### src/ipas_pkg.sv
// ----------------------------------------------------------------------------
// ipas_pkg
// Types, widths and helpers shared by the im2col patch address sequencer.
// ----------------------------------------------------------------------------
package ipas_pkg;

	localparam int ADDR_BITS_DEF  = 24;
	localparam int BATCH_ROWS_DEF = 48;
	localparam int STRIDE_H_DEF   = 1;
	localparam int STRIDE_W_DEF   = 1;
	localparam int PAD_H_DEF      = 0;
	localparam int PAD_W_DEF      = 0;

	localparam int PADDR_W = 5;
	localparam int PDATA_W = 32;
	localparam int FADDR_W = 24;
	localparam int SLOT_W  = 6;
	localparam int COL_W   = 9;
	localparam int GRP_W   = 9;
	localparam int CHAN_W  = 9;
	localparam int POS_W   = 10;
	localparam int KER_W   = 4;
	localparam int LIM_W   = 11;

	localparam logic [LIM_W-1:0] CAP_CHAN = 11'd512;
	localparam logic [LIM_W-1:0] CAP_GRP  = 11'd512;
	localparam logic [LIM_W-1:0] CAP_POS  = 11'd1024;
	localparam logic [LIM_W-1:0] CAP_KER  = 11'd16;

	typedef enum logic [2:0] {
		REG_CPG = 3'd0,
		REG_IN_H = 3'd1,
		REG_IN_W = 3'd2,
		REG_OUT_H = 3'd3,
		REG_OUT_W = 3'd4,
		REG_GROUPS = 3'd5,
		REG_KER_H = 3'd6,
		REG_KER_W = 3'd7
	} reg_idx_t;

	typedef struct packed {
		logic [9:0]  channels_per_group;
		logic [10:0] in_height;
		logic [10:0] in_width;
		logic [10:0] out_height;
		logic [10:0] out_width;
		logic [9:0]  groups;
		logic [4:0]  kernel_height;
		logic [4:0]  kernel_width;
	} cfg_t;

	typedef struct packed {
		logic load;
		logic mul2;
		logic mul3;
		logic fin;
	} cmd_t;

	typedef struct packed {
		logic out_busy;
	} stat_t;

	typedef enum logic [1:0] {
		ST_IDLE,
		ST_MUL2,
		ST_MUL3,
		ST_FIN
	} state_t;

	// zero acts as one, values above the counter capacity saturate
	function automatic logic [LIM_W-1:0] eff(input logic [LIM_W-1:0] v,
			input logic [LIM_W-1:0] cap);
		logic [LIM_W-1:0] r;
		if (v == '0) begin
			r = LIM_W'(1);
		end else if (v > cap) begin
			r = cap;
		end else begin
			r = v;
		end
		return r;
	endfunction

endpackage

### src/ipas_regs.sv
// ----------------------------------------------------------------------------
// ipas_regs
// APB configuration registers of the patch address sequencer.
// ----------------------------------------------------------------------------
module ipas_regs (
	input  logic                          clk,
	input  logic                          arst_n,
	input  logic                          psel,
	input  logic                          penable,
	input  logic                          pwrite,
	input  logic [ipas_pkg::PADDR_W-1:0]  paddr,
	input  logic [ipas_pkg::PDATA_W-1:0]  pwdata,
	output logic [ipas_pkg::PDATA_W-1:0]  prdata,
	output logic                          pready,
	output ipas_pkg::cfg_t                cfg
);
	import ipas_pkg::*;

	cfg_t     cfg_q;
	reg_idx_t idx;
	logic     wr;

	assign idx    = reg_idx_t'(paddr[4:2]);
	assign wr     = psel && penable && pwrite;
	assign pready = 1'b1;
	assign cfg    = cfg_q;

	always_ff @(posedge clk or negedge arst_n) begin
		if (!arst_n) begin
			cfg_q.channels_per_group <= 10'd1;
			cfg_q.in_height          <= 11'd1;
			cfg_q.in_width           <= 11'd1;
			cfg_q.out_height         <= 11'd1;
			cfg_q.out_width          <= 11'd1;
			cfg_q.groups             <= 10'd1;
			cfg_q.kernel_height      <= 5'd1;
			cfg_q.kernel_width       <= 5'd1;
		end else if (wr) begin
			unique case (idx)
				REG_CPG:    cfg_q.channels_per_group <= pwdata[9:0];
				REG_IN_H:   cfg_q.in_height          <= pwdata[10:0];
				REG_IN_W:   cfg_q.in_width           <= pwdata[10:0];
				REG_OUT_H:  cfg_q.out_height         <= pwdata[10:0];
				REG_OUT_W:  cfg_q.out_width          <= pwdata[10:0];
				REG_GROUPS: cfg_q.groups             <= pwdata[9:0];
				REG_KER_H:  cfg_q.kernel_height      <= pwdata[4:0];
				REG_KER_W:  cfg_q.kernel_width       <= pwdata[4:0];
				default: ;
			endcase
		end
	end

	always_comb begin
		prdata = '0;
		unique case (idx)
			REG_CPG:    prdata = PDATA_W'(cfg_q.channels_per_group);
			REG_IN_H:   prdata = PDATA_W'(cfg_q.in_height);
			REG_IN_W:   prdata = PDATA_W'(cfg_q.in_width);
			REG_OUT_H:  prdata = PDATA_W'(cfg_q.out_height);
			REG_OUT_W:  prdata = PDATA_W'(cfg_q.out_width);
			REG_GROUPS: prdata = PDATA_W'(cfg_q.groups);
			REG_KER_H:  prdata = PDATA_W'(cfg_q.kernel_height);
			REG_KER_W:  prdata = PDATA_W'(cfg_q.kernel_width);
			default:    prdata = '0;
		endcase
	end

endmodule

### src/ipas_ctrl.sv
// ----------------------------------------------------------------------------
// ipas_ctrl
// Sequencer FSM: accept, two multiply steps, then hand off to the output.
// ----------------------------------------------------------------------------
module ipas_ctrl (
	input  logic            clk,
	input  logic            arst_n,
	input  logic            in_valid,
	output logic            in_ready,
	input  ipas_pkg::stat_t stat,
	output ipas_pkg::cmd_t  cmd
);
	import ipas_pkg::*;

	state_t state_q, state_d;

	always_ff @(posedge clk or negedge arst_n) begin
		if (!arst_n) begin
			state_q <= ST_IDLE;
		end else begin
			state_q <= state_d;
		end
	end

	always_comb begin
		state_d  = state_q;
		cmd      = '0;
		in_ready = 1'b0;
		unique case (state_q)
			ST_IDLE: begin
				in_ready = 1'b1;
				if (in_valid) begin
					cmd.load = 1'b1;
					state_d  = ST_MUL2;
				end
			end
			ST_MUL2: begin
				cmd.mul2 = 1'b1;
				state_d  = ST_MUL3;
			end
			ST_MUL3: begin
				cmd.mul3 = 1'b1;
				state_d  = ST_FIN;
			end
			ST_FIN: begin
				if (!stat.out_busy) begin
					cmd.fin = 1'b1;
					state_d = ST_IDLE;
				end
			end
			default: state_d = ST_IDLE;
		endcase
	end

	a_fin_free: assert property (@(posedge clk) disable iff (!arst_n)
		cmd.fin |-> !stat.out_busy)
		else $error("result written while output holds an untaken beat");

	a_one_in_flight: assert property (@(posedge clk) disable iff (!arst_n)
		in_valid && in_ready |=> !in_ready ##1 !in_ready)
		else $error("new beat accepted while an item is in progress");

endmodule

### src/ipas_dp.sv
// ----------------------------------------------------------------------------
// ipas_dp
// Datapath: patch counters, padding check, address multiply chain and
// output register.
// ----------------------------------------------------------------------------
module ipas_dp #(
	parameter int ADDR_BITS  = ipas_pkg::ADDR_BITS_DEF,
	parameter int BATCH_ROWS = ipas_pkg::BATCH_ROWS_DEF,
	parameter int STRIDE_H   = ipas_pkg::STRIDE_H_DEF,
	parameter int STRIDE_W   = ipas_pkg::STRIDE_W_DEF,
	parameter int PAD_H      = ipas_pkg::PAD_H_DEF,
	parameter int PAD_W      = ipas_pkg::PAD_W_DEF
) (
	input  logic                         clk,
	input  logic                         arst_n,
	input  ipas_pkg::cfg_t               cfg,
	input  ipas_pkg::cmd_t               cmd,
	output ipas_pkg::stat_t              stat,
	input  logic                         restart,
	output logic                         out_valid,
	input  logic                         out_ready,
	output logic [ipas_pkg::FADDR_W-1:0] feature_address,
	output logic                         is_padding,
	output logic                         address_overflow,
	output logic [ipas_pkg::SLOT_W-1:0]  batch_row,
	output logic [ipas_pkg::COL_W-1:0]   patch_column,
	output logic [ipas_pkg::GRP_W-1:0]   group_index,
	output logic                         last_of_patch,
	output logic                         last_of_batch,
	output logic                         last_of_layer
);
	import ipas_pkg::*;

	localparam int IHW = $clog2(1023 * STRIDE_H + 16);
	localparam int IWW = $clog2(1023 * STRIDE_W + 16);
	localparam int CHW = (IHW > 12) ? IHW + 1 : 13;
	localparam int CWW = (IWW > 12) ? IWW + 1 : 13;
	localparam int T1W = 18;
	localparam int T2W = 29;
	localparam int T3W = 40;
	localparam logic [SLOT_W:0] SLOT_LAST = (SLOT_W+1)'(BATCH_ROWS - 1);

	// counters name the element the next beat emits
	logic [GRP_W-1:0]  grp_q;
	logic [POS_W-1:0]  row_q, colp_q;
	logic [SLOT_W-1:0] slot_q;
	logic [CHAN_W-1:0] chan_q;
	logic [KER_W-1:0]  krow_q, kcol_q;
	logic [COL_W-1:0]  pcol_q;

	logic [GRP_W-1:0]  grp_e;
	logic [POS_W-1:0]  row_e, colp_e;
	logic [SLOT_W-1:0] slot_e;
	logic [CHAN_W-1:0] chan_e;
	logic [KER_W-1:0]  krow_e, kcol_e;
	logic [COL_W-1:0]  pcol_e;

	logic [LIM_W-1:0] cpg_n, ng_n, oh_n, ow_n, kh_n, kw_n;
	logic last_kx, last_ky, last_ic, last_patch, last_pos, last_batch, last_layer;
	logic [IHW-1:0] ih_sum;
	logic [IWW-1:0] iw_sum;
	logic pad;
	logic [T1W+1:0] t1;

	logic [10:0]       ih_s1, iw_s1;
	logic              pad_s1, lp_s1, lb_s1, ll_s1;
	logic [SLOT_W-1:0] slot_s1;
	logic [COL_W-1:0]  pcol_s1;
	logic [GRP_W-1:0]  grp_s1;
	logic [T1W-1:0]    t1_s1;
	logic [T2W-1:0]    t2_s2;
	logic [T3W-1:0]    t3_s3;
	logic              ovf;

	logic              out_valid_q;
	logic [FADDR_W-1:0] faddr_q;
	logic              pad_q, ovf_q, lp_q, lb_q, ll_q;
	logic [SLOT_W-1:0] slot_q2;
	logic [COL_W-1:0]  pcol_q2;
	logic [GRP_W-1:0]  grp_q2;

	assign grp_e  = restart ? '0 : grp_q;
	assign row_e  = restart ? '0 : row_q;
	assign colp_e = restart ? '0 : colp_q;
	assign slot_e = restart ? '0 : slot_q;
	assign chan_e = restart ? '0 : chan_q;
	assign krow_e = restart ? '0 : krow_q;
	assign kcol_e = restart ? '0 : kcol_q;
	assign pcol_e = restart ? '0 : pcol_q;

	always_comb begin
		cpg_n = eff(LIM_W'(cfg.channels_per_group), CAP_CHAN);
		ng_n  = eff(LIM_W'(cfg.groups), CAP_GRP);
		oh_n  = eff(cfg.out_height, CAP_POS);
		ow_n  = eff(cfg.out_width, CAP_POS);
		kh_n  = eff(LIM_W'(cfg.kernel_height), CAP_KER);
		kw_n  = eff(LIM_W'(cfg.kernel_width), CAP_KER);

		last_kx    = LIM_W'(kcol_e) >= kw_n - LIM_W'(1);
		last_ky    = LIM_W'(krow_e) >= kh_n - LIM_W'(1);
		last_ic    = LIM_W'(chan_e) >= cpg_n - LIM_W'(1);
		last_patch = last_kx && last_ky && last_ic;
		last_pos   = (LIM_W'(row_e) >= oh_n - LIM_W'(1))
			&& (LIM_W'(colp_e) >= ow_n - LIM_W'(1));
		last_batch = last_patch && (((SLOT_W+1)'(slot_e) >= SLOT_LAST) || last_pos);
		last_layer = last_patch && last_pos && (LIM_W'(grp_e) >= ng_n - LIM_W'(1));

		ih_sum = IHW'(row_e) * IHW'(STRIDE_H) + IHW'(krow_e);
		iw_sum = IWW'(colp_e) * IWW'(STRIDE_W) + IWW'(kcol_e);
		pad = (CHW'(ih_sum) < CHW'(PAD_H))
			|| (CHW'(ih_sum) >= CHW'(cfg.in_height) + CHW'(PAD_H))
			|| (CWW'(iw_sum) < CWW'(PAD_W))
			|| (CWW'(iw_sum) >= CWW'(cfg.in_width) + CWW'(PAD_W));

		t1 = (T1W+2)'(grp_e) * (T1W+2)'(cpg_n) + (T1W+2)'(chan_e);
	end

	always_ff @(posedge clk or negedge arst_n) begin
		if (!arst_n) begin
			grp_q  <= '0;
			row_q  <= '0;
			colp_q <= '0;
			slot_q <= '0;
			chan_q <= '0;
			krow_q <= '0;
			kcol_q <= '0;
			pcol_q <= '0;
		end else if (cmd.load) begin
			if (last_patch) begin
				kcol_q <= '0;
				krow_q <= '0;
				chan_q <= '0;
				pcol_q <= '0;
				if (last_pos) begin
					row_q  <= '0;
					colp_q <= '0;
					slot_q <= '0;
					grp_q  <= (LIM_W'(grp_e) >= ng_n - LIM_W'(1)) ? '0 : grp_e + 1'b1;
				end else begin
					slot_q <= last_batch ? '0 : slot_e + 1'b1;
					grp_q  <= grp_e;
					if (LIM_W'(colp_e) >= ow_n - LIM_W'(1)) begin
						colp_q <= '0;
						row_q  <= row_e + 1'b1;
					end else begin
						colp_q <= colp_e + 1'b1;
						row_q  <= row_e;
					end
				end
			end else begin
				grp_q  <= grp_e;
				row_q  <= row_e;
				colp_q <= colp_e;
				slot_q <= slot_e;
				pcol_q <= pcol_e + 1'b1;
				if (last_kx) begin
					kcol_q <= '0;
					if (last_ky) begin
						krow_q <= '0;
						chan_q <= chan_e + 1'b1;
					end else begin
						krow_q <= krow_e + 1'b1;
						chan_q <= chan_e;
					end
				end else begin
					kcol_q <= kcol_e + 1'b1;
					krow_q <= krow_e;
					chan_q <= chan_e;
				end
			end
		end
	end

	// address chain: ((g*cpg + c)*in_h + ih)*in_w + iw
	always_ff @(posedge clk) begin
		if (cmd.load) begin
			ih_s1   <= 11'(ih_sum - IHW'(PAD_H));
			iw_s1   <= 11'(iw_sum - IWW'(PAD_W));
			pad_s1  <= pad;
			lp_s1   <= last_patch;
			lb_s1   <= last_batch;
			ll_s1   <= last_layer;
			slot_s1 <= slot_e;
			pcol_s1 <= pcol_e;
			grp_s1  <= grp_e;
			t1_s1   <= T1W'(t1);
		end
		if (cmd.mul2) begin
			t2_s2 <= T2W'(T2W'(t1_s1) * T2W'(cfg.in_height) + T2W'(ih_s1));
		end
		if (cmd.mul3) begin
			t3_s3 <= T3W'(t2_s2) * T3W'(cfg.in_width) + T3W'(iw_s1);
		end
	end

	assign ovf = !pad_s1 && (t3_s3[T3W-1:ADDR_BITS] != '0);

	always_ff @(posedge clk or negedge arst_n) begin
		if (!arst_n) begin
			out_valid_q <= 1'b0;
		end else if (cmd.fin) begin
			out_valid_q <= 1'b1;
		end else if (out_ready) begin
			out_valid_q <= 1'b0;
		end
	end

	always_ff @(posedge clk) begin
		if (cmd.fin) begin
			faddr_q <= (pad_s1 || ovf) ? '0 : t3_s3[FADDR_W-1:0];
			pad_q   <= pad_s1;
			ovf_q   <= ovf;
			slot_q2 <= slot_s1;
			pcol_q2 <= pcol_s1;
			grp_q2  <= grp_s1;
			lp_q    <= lp_s1;
			lb_q    <= lb_s1;
			ll_q    <= ll_s1;
		end
	end

	assign stat.out_busy  = out_valid_q && !out_ready;
	assign out_valid        = out_valid_q;
	assign feature_address  = faddr_q;
	assign is_padding       = pad_q;
	assign address_overflow = ovf_q;
	assign batch_row        = slot_q2;
	assign patch_column     = pcol_q2;
	assign group_index      = grp_q2;
	assign last_of_patch    = lp_q;
	assign last_of_batch    = lb_q;
	assign last_of_layer    = ll_q;

	a_pad_zero: assert property (@(posedge clk) disable iff (!arst_n)
		out_valid && is_padding |-> feature_address == '0 && !address_overflow)
		else $error("padding beat carries an address");

	a_ovf_zero: assert property (@(posedge clk) disable iff (!arst_n)
		out_valid && address_overflow |-> feature_address == '0)
		else $error("overflow beat carries an address");

	a_layer_marks: assert property (@(posedge clk) disable iff (!arst_n)
		out_valid && last_of_layer |-> last_of_batch && last_of_patch)
		else $error("end of layer without end of batch and patch");

endmodule

### src/im2col_patch_address_sequencer_unit.sv
// The result beat is registered once the FSM has walked the load step, the two
// registered multiplies of the address chain and the output step; no new item is
// taken before the output step of the last one.
// A result waiting at the output holds the next item in its output step; no
// further input beat is taken until the waiting beat leaves.
// Reset (arst_n low, async): patch counters cleared, registers set to 1.
// ----------------------------------------------------------------------------
// im2col_patch_address_sequencer_unit
// Address sequencer for the im2col gather of a grouped 2-D convolution.
// ----------------------------------------------------------------------------
module im2col_patch_address_sequencer_unit #(
	parameter int ADDR_BITS  = ipas_pkg::ADDR_BITS_DEF,
	parameter int BATCH_ROWS = ipas_pkg::BATCH_ROWS_DEF,
	parameter int STRIDE_H   = ipas_pkg::STRIDE_H_DEF,
	parameter int STRIDE_W   = ipas_pkg::STRIDE_W_DEF,
	parameter int PAD_H      = ipas_pkg::PAD_H_DEF,
	parameter int PAD_W      = ipas_pkg::PAD_W_DEF
) (
	input  logic                         clk,
	input  logic                         arst_n,
	input  logic                         psel,
	input  logic                         penable,
	input  logic                         pwrite,
	input  logic [ipas_pkg::PADDR_W-1:0] paddr,
	input  logic [ipas_pkg::PDATA_W-1:0] pwdata,
	output logic [ipas_pkg::PDATA_W-1:0] prdata,
	output logic                         pready,
	input  logic                         in_valid,
	output logic                         in_ready,
	input  logic                         restart,
	output logic                         out_valid,
	input  logic                         out_ready,
	output logic [ipas_pkg::FADDR_W-1:0] feature_address,
	output logic                         is_padding,
	output logic                         address_overflow,
	output logic [ipas_pkg::SLOT_W-1:0]  batch_row,
	output logic [ipas_pkg::COL_W-1:0]   patch_column,
	output logic [ipas_pkg::GRP_W-1:0]   group_index,
	output logic                         last_of_patch,
	output logic                         last_of_batch,
	output logic                         last_of_layer
);
	import ipas_pkg::*;

	cfg_t  cfg;
	cmd_t  cmd;
	stat_t stat;

	ipas_regs u_regs (
		.clk     (clk),
		.arst_n  (arst_n),
		.psel    (psel),
		.penable (penable),
		.pwrite  (pwrite),
		.paddr   (paddr),
		.pwdata  (pwdata),
		.prdata  (prdata),
		.pready  (pready),
		.cfg     (cfg)
	);

	ipas_ctrl u_ctrl (
		.clk      (clk),
		.arst_n   (arst_n),
		.in_valid (in_valid),
		.in_ready (in_ready),
		.stat     (stat),
		.cmd      (cmd)
	);

	ipas_dp #(
		.ADDR_BITS  (ADDR_BITS),
		.BATCH_ROWS (BATCH_ROWS),
		.STRIDE_H   (STRIDE_H),
		.STRIDE_W   (STRIDE_W),
		.PAD_H      (PAD_H),
		.PAD_W      (PAD_W)
	) u_dp (
		.clk              (clk),
		.arst_n           (arst_n),
		.cfg              (cfg),
		.cmd              (cmd),
		.stat             (stat),
		.restart          (restart),
		.out_valid        (out_valid),
		.out_ready        (out_ready),
		.feature_address  (feature_address),
		.is_padding       (is_padding),
		.address_overflow (address_overflow),
		.batch_row        (batch_row),
		.patch_column     (patch_column),
		.group_index      (group_index),
		.last_of_patch    (last_of_patch),
		.last_of_batch    (last_of_batch),
		.last_of_layer    (last_of_layer)
	);

endmodule

### config.mk
export PLATFORM = sky130hd
export DESIGN_NAME = im2col_patch_address_sequencer_unit
export DESIGN_NICKNAME = d
export VERILOG_FILES = /design/src/ipas_pkg.sv /design/src/ipas_regs.sv /design/src/ipas_ctrl.sv /design/src/ipas_dp.sv /design/src/im2col_patch_address_sequencer_unit.sv
export SDC_FILE = /design/constraint.sdc
export NUM_CORES = 2
export LEC_CHECK = 0
export BUFFER_PORTS_ARGS = -buffer_cell sky130_fd_sc_hd__buf_2
export CORE_ASPECT_RATIO = 1.1
export CORE_UTILIZATION = 47
export CTS_CLUSTER_SIZE = 10
export DETAILED_ROUTE_END_ITERATION = 7
export HOLD_SLACK_MARGIN = 0.05
export PLACE_DENSITY = 0.73
export SLEW_MARGIN = 30
export SYNTH_ARGS = -nofsm -noshare
export SYNTH_HDL_FRONTEND = slang
export SYNTH_SLANG_ARGS = --single-unit
export TNS_END_PERCENT = 1
### constraint.sdc
create_clock -name clk -period 13.4 [get_ports clk]
set_input_delay 0.67 -clock clk [delete_from_list [all_inputs] [get_ports clk]]
set_output_delay 0.67 -clock clk [all_outputs]
set_load 0.01 [all_outputs]
==> impl_metrics.json <==
{
  "post_synth_num_cell_types": 81,
  "design.final.nets": 4661,
  "cts_post_setup_buffers_inserted": 0,
  "run_status": "complete, no violations",
  "starting_density_pct": 47.4,
  "max-clock-path-buffers": 3,
  "detail_route.vias_per_cell": 5.40,
  "skew_ns": 0.0419,
  "critical_path.max_fanout": 29,
  "timing.critical_path.slowest_stage_cell": "fa_1",
  "synth_async_sr_flop_share_pct": 42.1,
  "worst_skew_pair.late_latency_ns": 0.60,
  "grt_antenna_before_repair": 3,
  "crit_path_start_kind": "flop",
  "syn_avg_cell_area_um2": 9.53,
  "rsz0062_at_grt": "false",
  "drv_slew": 0,
  "area_delta_synth_final_pct": 6.87,
  "chipHeight_um": 295,
  "gp_routability_congestion": 0.915,
  "synth-seq-area-share_pct": 25.0,
  "grt_first_pass_wirelength_um": 136000,
  "detailedRoute.firstIterationViolations": 1829,
  "setup-tns-final_ns": 0,
  "clock_sinks": 328,
  "max_clock_freq_mhz": 151,
  "tightestPinTransition_ns": 0.909,
  "cts_tree": "built",
  "grt_overflow": 0,
  "n_antenna_cell": 0,
  "post_cts_hold_buffer_count": 0,
  "first_global_vias": 26768,
  "timing.setup.critical_path_class": "flop to flop",
  "timing.critical_path.slowest_cell_delay_ns": 0.56,
  "setup-violations-final": 0,
  "timing.critical_path.required_ns": 13.71,
  "post_cts_resize_count": 0,
  "drt_drc_violations_left": 0,
  "die-area_um2": 79200,
  "worst_hold_slack_ns": 0.0853,
  "finalCriticalPeriod_ns": 6.62,
  "die_w_um": 268,
  "cp_cell_sequence": "buf_4, nand2_1, fa_1, inv_1, fa_1, fa_1, fa_1, inv_1, fa_1, inv_1, ha_1, a21oi_1, o21ai_0, a221oi_1, o21a_1, nand3_1, a2111oi_0, o41ai_1, a21oi_1, xnor2_1",
  "coreArea_um2": 77400,
  "synth_largest_area_cell": "fa_1",
  "syn-cell-area_um2": 36700,
  "detailedRoute.firstPassIterationCount": 5,
  "io_pins": 133,
  "worst_hold_path_type": "input pin to async pin",
  "most_used_flip_flop_cell_after_synthesis": "edfxtp_1",
  "cp.arrival_ns": 6.94,
  "timing.critical_path.mode_cell": "fa_1",
  "pin_count_of_the_biggest_net_entering_global_routing": 78,
  "io_buffer_count": 87,
  "grtUsageTotal_pct": 21.3,
  "wirelength_per_cell_um": 16.8,
  "cts-root-buf": "clkbuf_16",
  "synthCells": 3850,
  "final_layout_size_suffix_gt1_share_pct": 6.68,
  "finalHoldViolCount": 0,
  "synth-warning-count": 0,
  "cts.clk_slew.worst_paths_ns": 0.06,
  "fp-row-count": 107,
  "drv.max_cap_violation_count": 0,
  "end_kind": "flop",
  "detailed_place_hpwl_um": 63700,
  "synth_largest_type_area_fraction_pct": 25.6,
  "synth-seq-cells": 328,
  "synthTopCellsByArea": "fa_1 26%, edfxtp_1 16%, ha_1 11%, dfrtp_1 8.9%, inv_1 6.3%",
  "routed_wl_um": 82400,
  "via_count": 26417,
  "count_of_flip_flops_with_a_built_in_enable_after_synthesis": 190,
  "ant_nets": 0,
  "relative_slew_slack_pct": 38.6,
  "cts-htree-levels": 2,
  "fin_crit_sh_pct": 49.4,
  "cts_made_buffers": 42
}
==> per-layer routing <==
metal | vias to the layer above | track usage [%] | wire length (um)
met5 | - | 0 | 23
met4 | 4 | 6.85 | 2450
met3 | 175 | 3.40 | 5560
met2 | 872 | 35.4 | 39100
met1 | 13061 | 28.6 | 35200
li1 | 12305 | - | -
==> logic make-up after synthesis <==
logic type,synth area share [%]
compound gates,8.53
mux,2.48
xor+xnor,2.72
buf+inv,8.63
flops,25.0
fa+ha+maj,36.5
other cells,0.0205
simple gates,16.2
==> layout make-up <==
class,count,area [um2]
repair buffers,107,596
clock inverters,9,136
well taps,1035,1290
clock buffers,67,1230
flip-flops and latches,328,9170
multi-input cells,2732,24500
inverters,617,2320
fillers,7096,38200
==> sequential cells by signal, indices dropped and copies added (netlist names), 4 cells and up <==
signal                count
u_regs.cfg               74
u_dp.pcol_q               9
u_dp.patch_column         9
u_dp.krow_q               4
u_dp.pcol_s1              9
u_dp.kcol_q               4
u_dp.batch_row            6
u_dp.group_index          9
u_dp.iw_s1               11
u_dp.ih_s1               11
u_dp.grp_s1               9
u_dp.row_q               10
u_dp.slot_s1              6
u_dp.colp_q              10
u_dp.t3_s3               40
u_dp.grp_q                9
u_dp.chan_q               9
u_dp.feature_address     24
u_dp.t2_s2               29
u_dp.slot_q               6
u_dp.t1_s1               18
==> stage by stage <==
| step | instance area (um2) | std cells | util [%] | worst slack [ns] |
|---|---|---|---|---|
| floorplan | 36800 | 3870 | - | 7.23 |
| global placement | 37800 | 4819 | 48.9 | 6.50 |
| detailed placement | 37800 | 4819 | 48.9 | 6.47 |
| CTS | 39200 | 4895 | 50.6 | 6.81 |
| global route | 39200 | 4895 | 50.7 | 6.40 |
| finish | 39200 | 4895 | 50.7 | 6.78 |
==> cell usage in the layout, fill, tap and decap left out, drive strengths merged, types with 25 or more instances in the layout <==
cell    count
a21o       41
mux2       58
inv       614
nor2      174
nor3       44
nand3      45
edfxtp    190
and3       28
ha        318
clkbuf     67
a31oi      25
buf       107
nor2b      71
fa        470
dfrtp     130
xnor2      81
nand2     509
xor2       33
and2      249
o21ai     157
nand2b     27
a21oi     134
==> path summary, 6_finish.rpt <==
check / start / to / slack [ns] / cells past startpoint
max: u_regs.cfg[49] / u_dp.t3_s3[39] / 6.78 / 20
min: arst_n / u_dp.krow_q[2] / 0.09 / 1
max reg2reg: u_regs.cfg[49] / u_dp.t3_s3[39] / 6.78 / 20
min reg2reg: u_dp.pcol_s1[0] / u_dp.patch_column[0] / 0.42 / 0
max in group asynchronous: arst_n / u_dp.row_q[2] / 12.18 / 2
min in group clk: out_ready / u_dp.out_valid / 0.36 / 3
==> synthesized netlist by cell type, types with 23 or more instances <==
master and n:
inv_1 613, nand2_1 508, fa_1 470, ha_1 318, and2_1 249, edfxtp_1 190
nor2_1 174, o21ai_0 153, clkbuf_1 144, a21oi_1 134, dfrtp_1 130, xnor2_1 81
nor2b_1 71, mux2_2 58, nand3_1 45, nor3_1 43, a21o_1 41, xor2_1 33
and3_1 28, nand2b_1 27, a31oi_1 24, buf_4 24, nand4_1 23, o31ai_1 23
==> worst max-delay path, delay by kind of cell (launching register included) <==
family          cells  cell delay, ns
buf+inv             4            0.54
compound gates      7            1.91
flops               1            0.49
fa+ha+maj           6            2.95
xor+xnor            1            0.08
simple gates        2            0.37
Power is left out: the tool's default activity adds up to more than one toggle a clock period on the data nets, which glitch-free logic cannot reach.
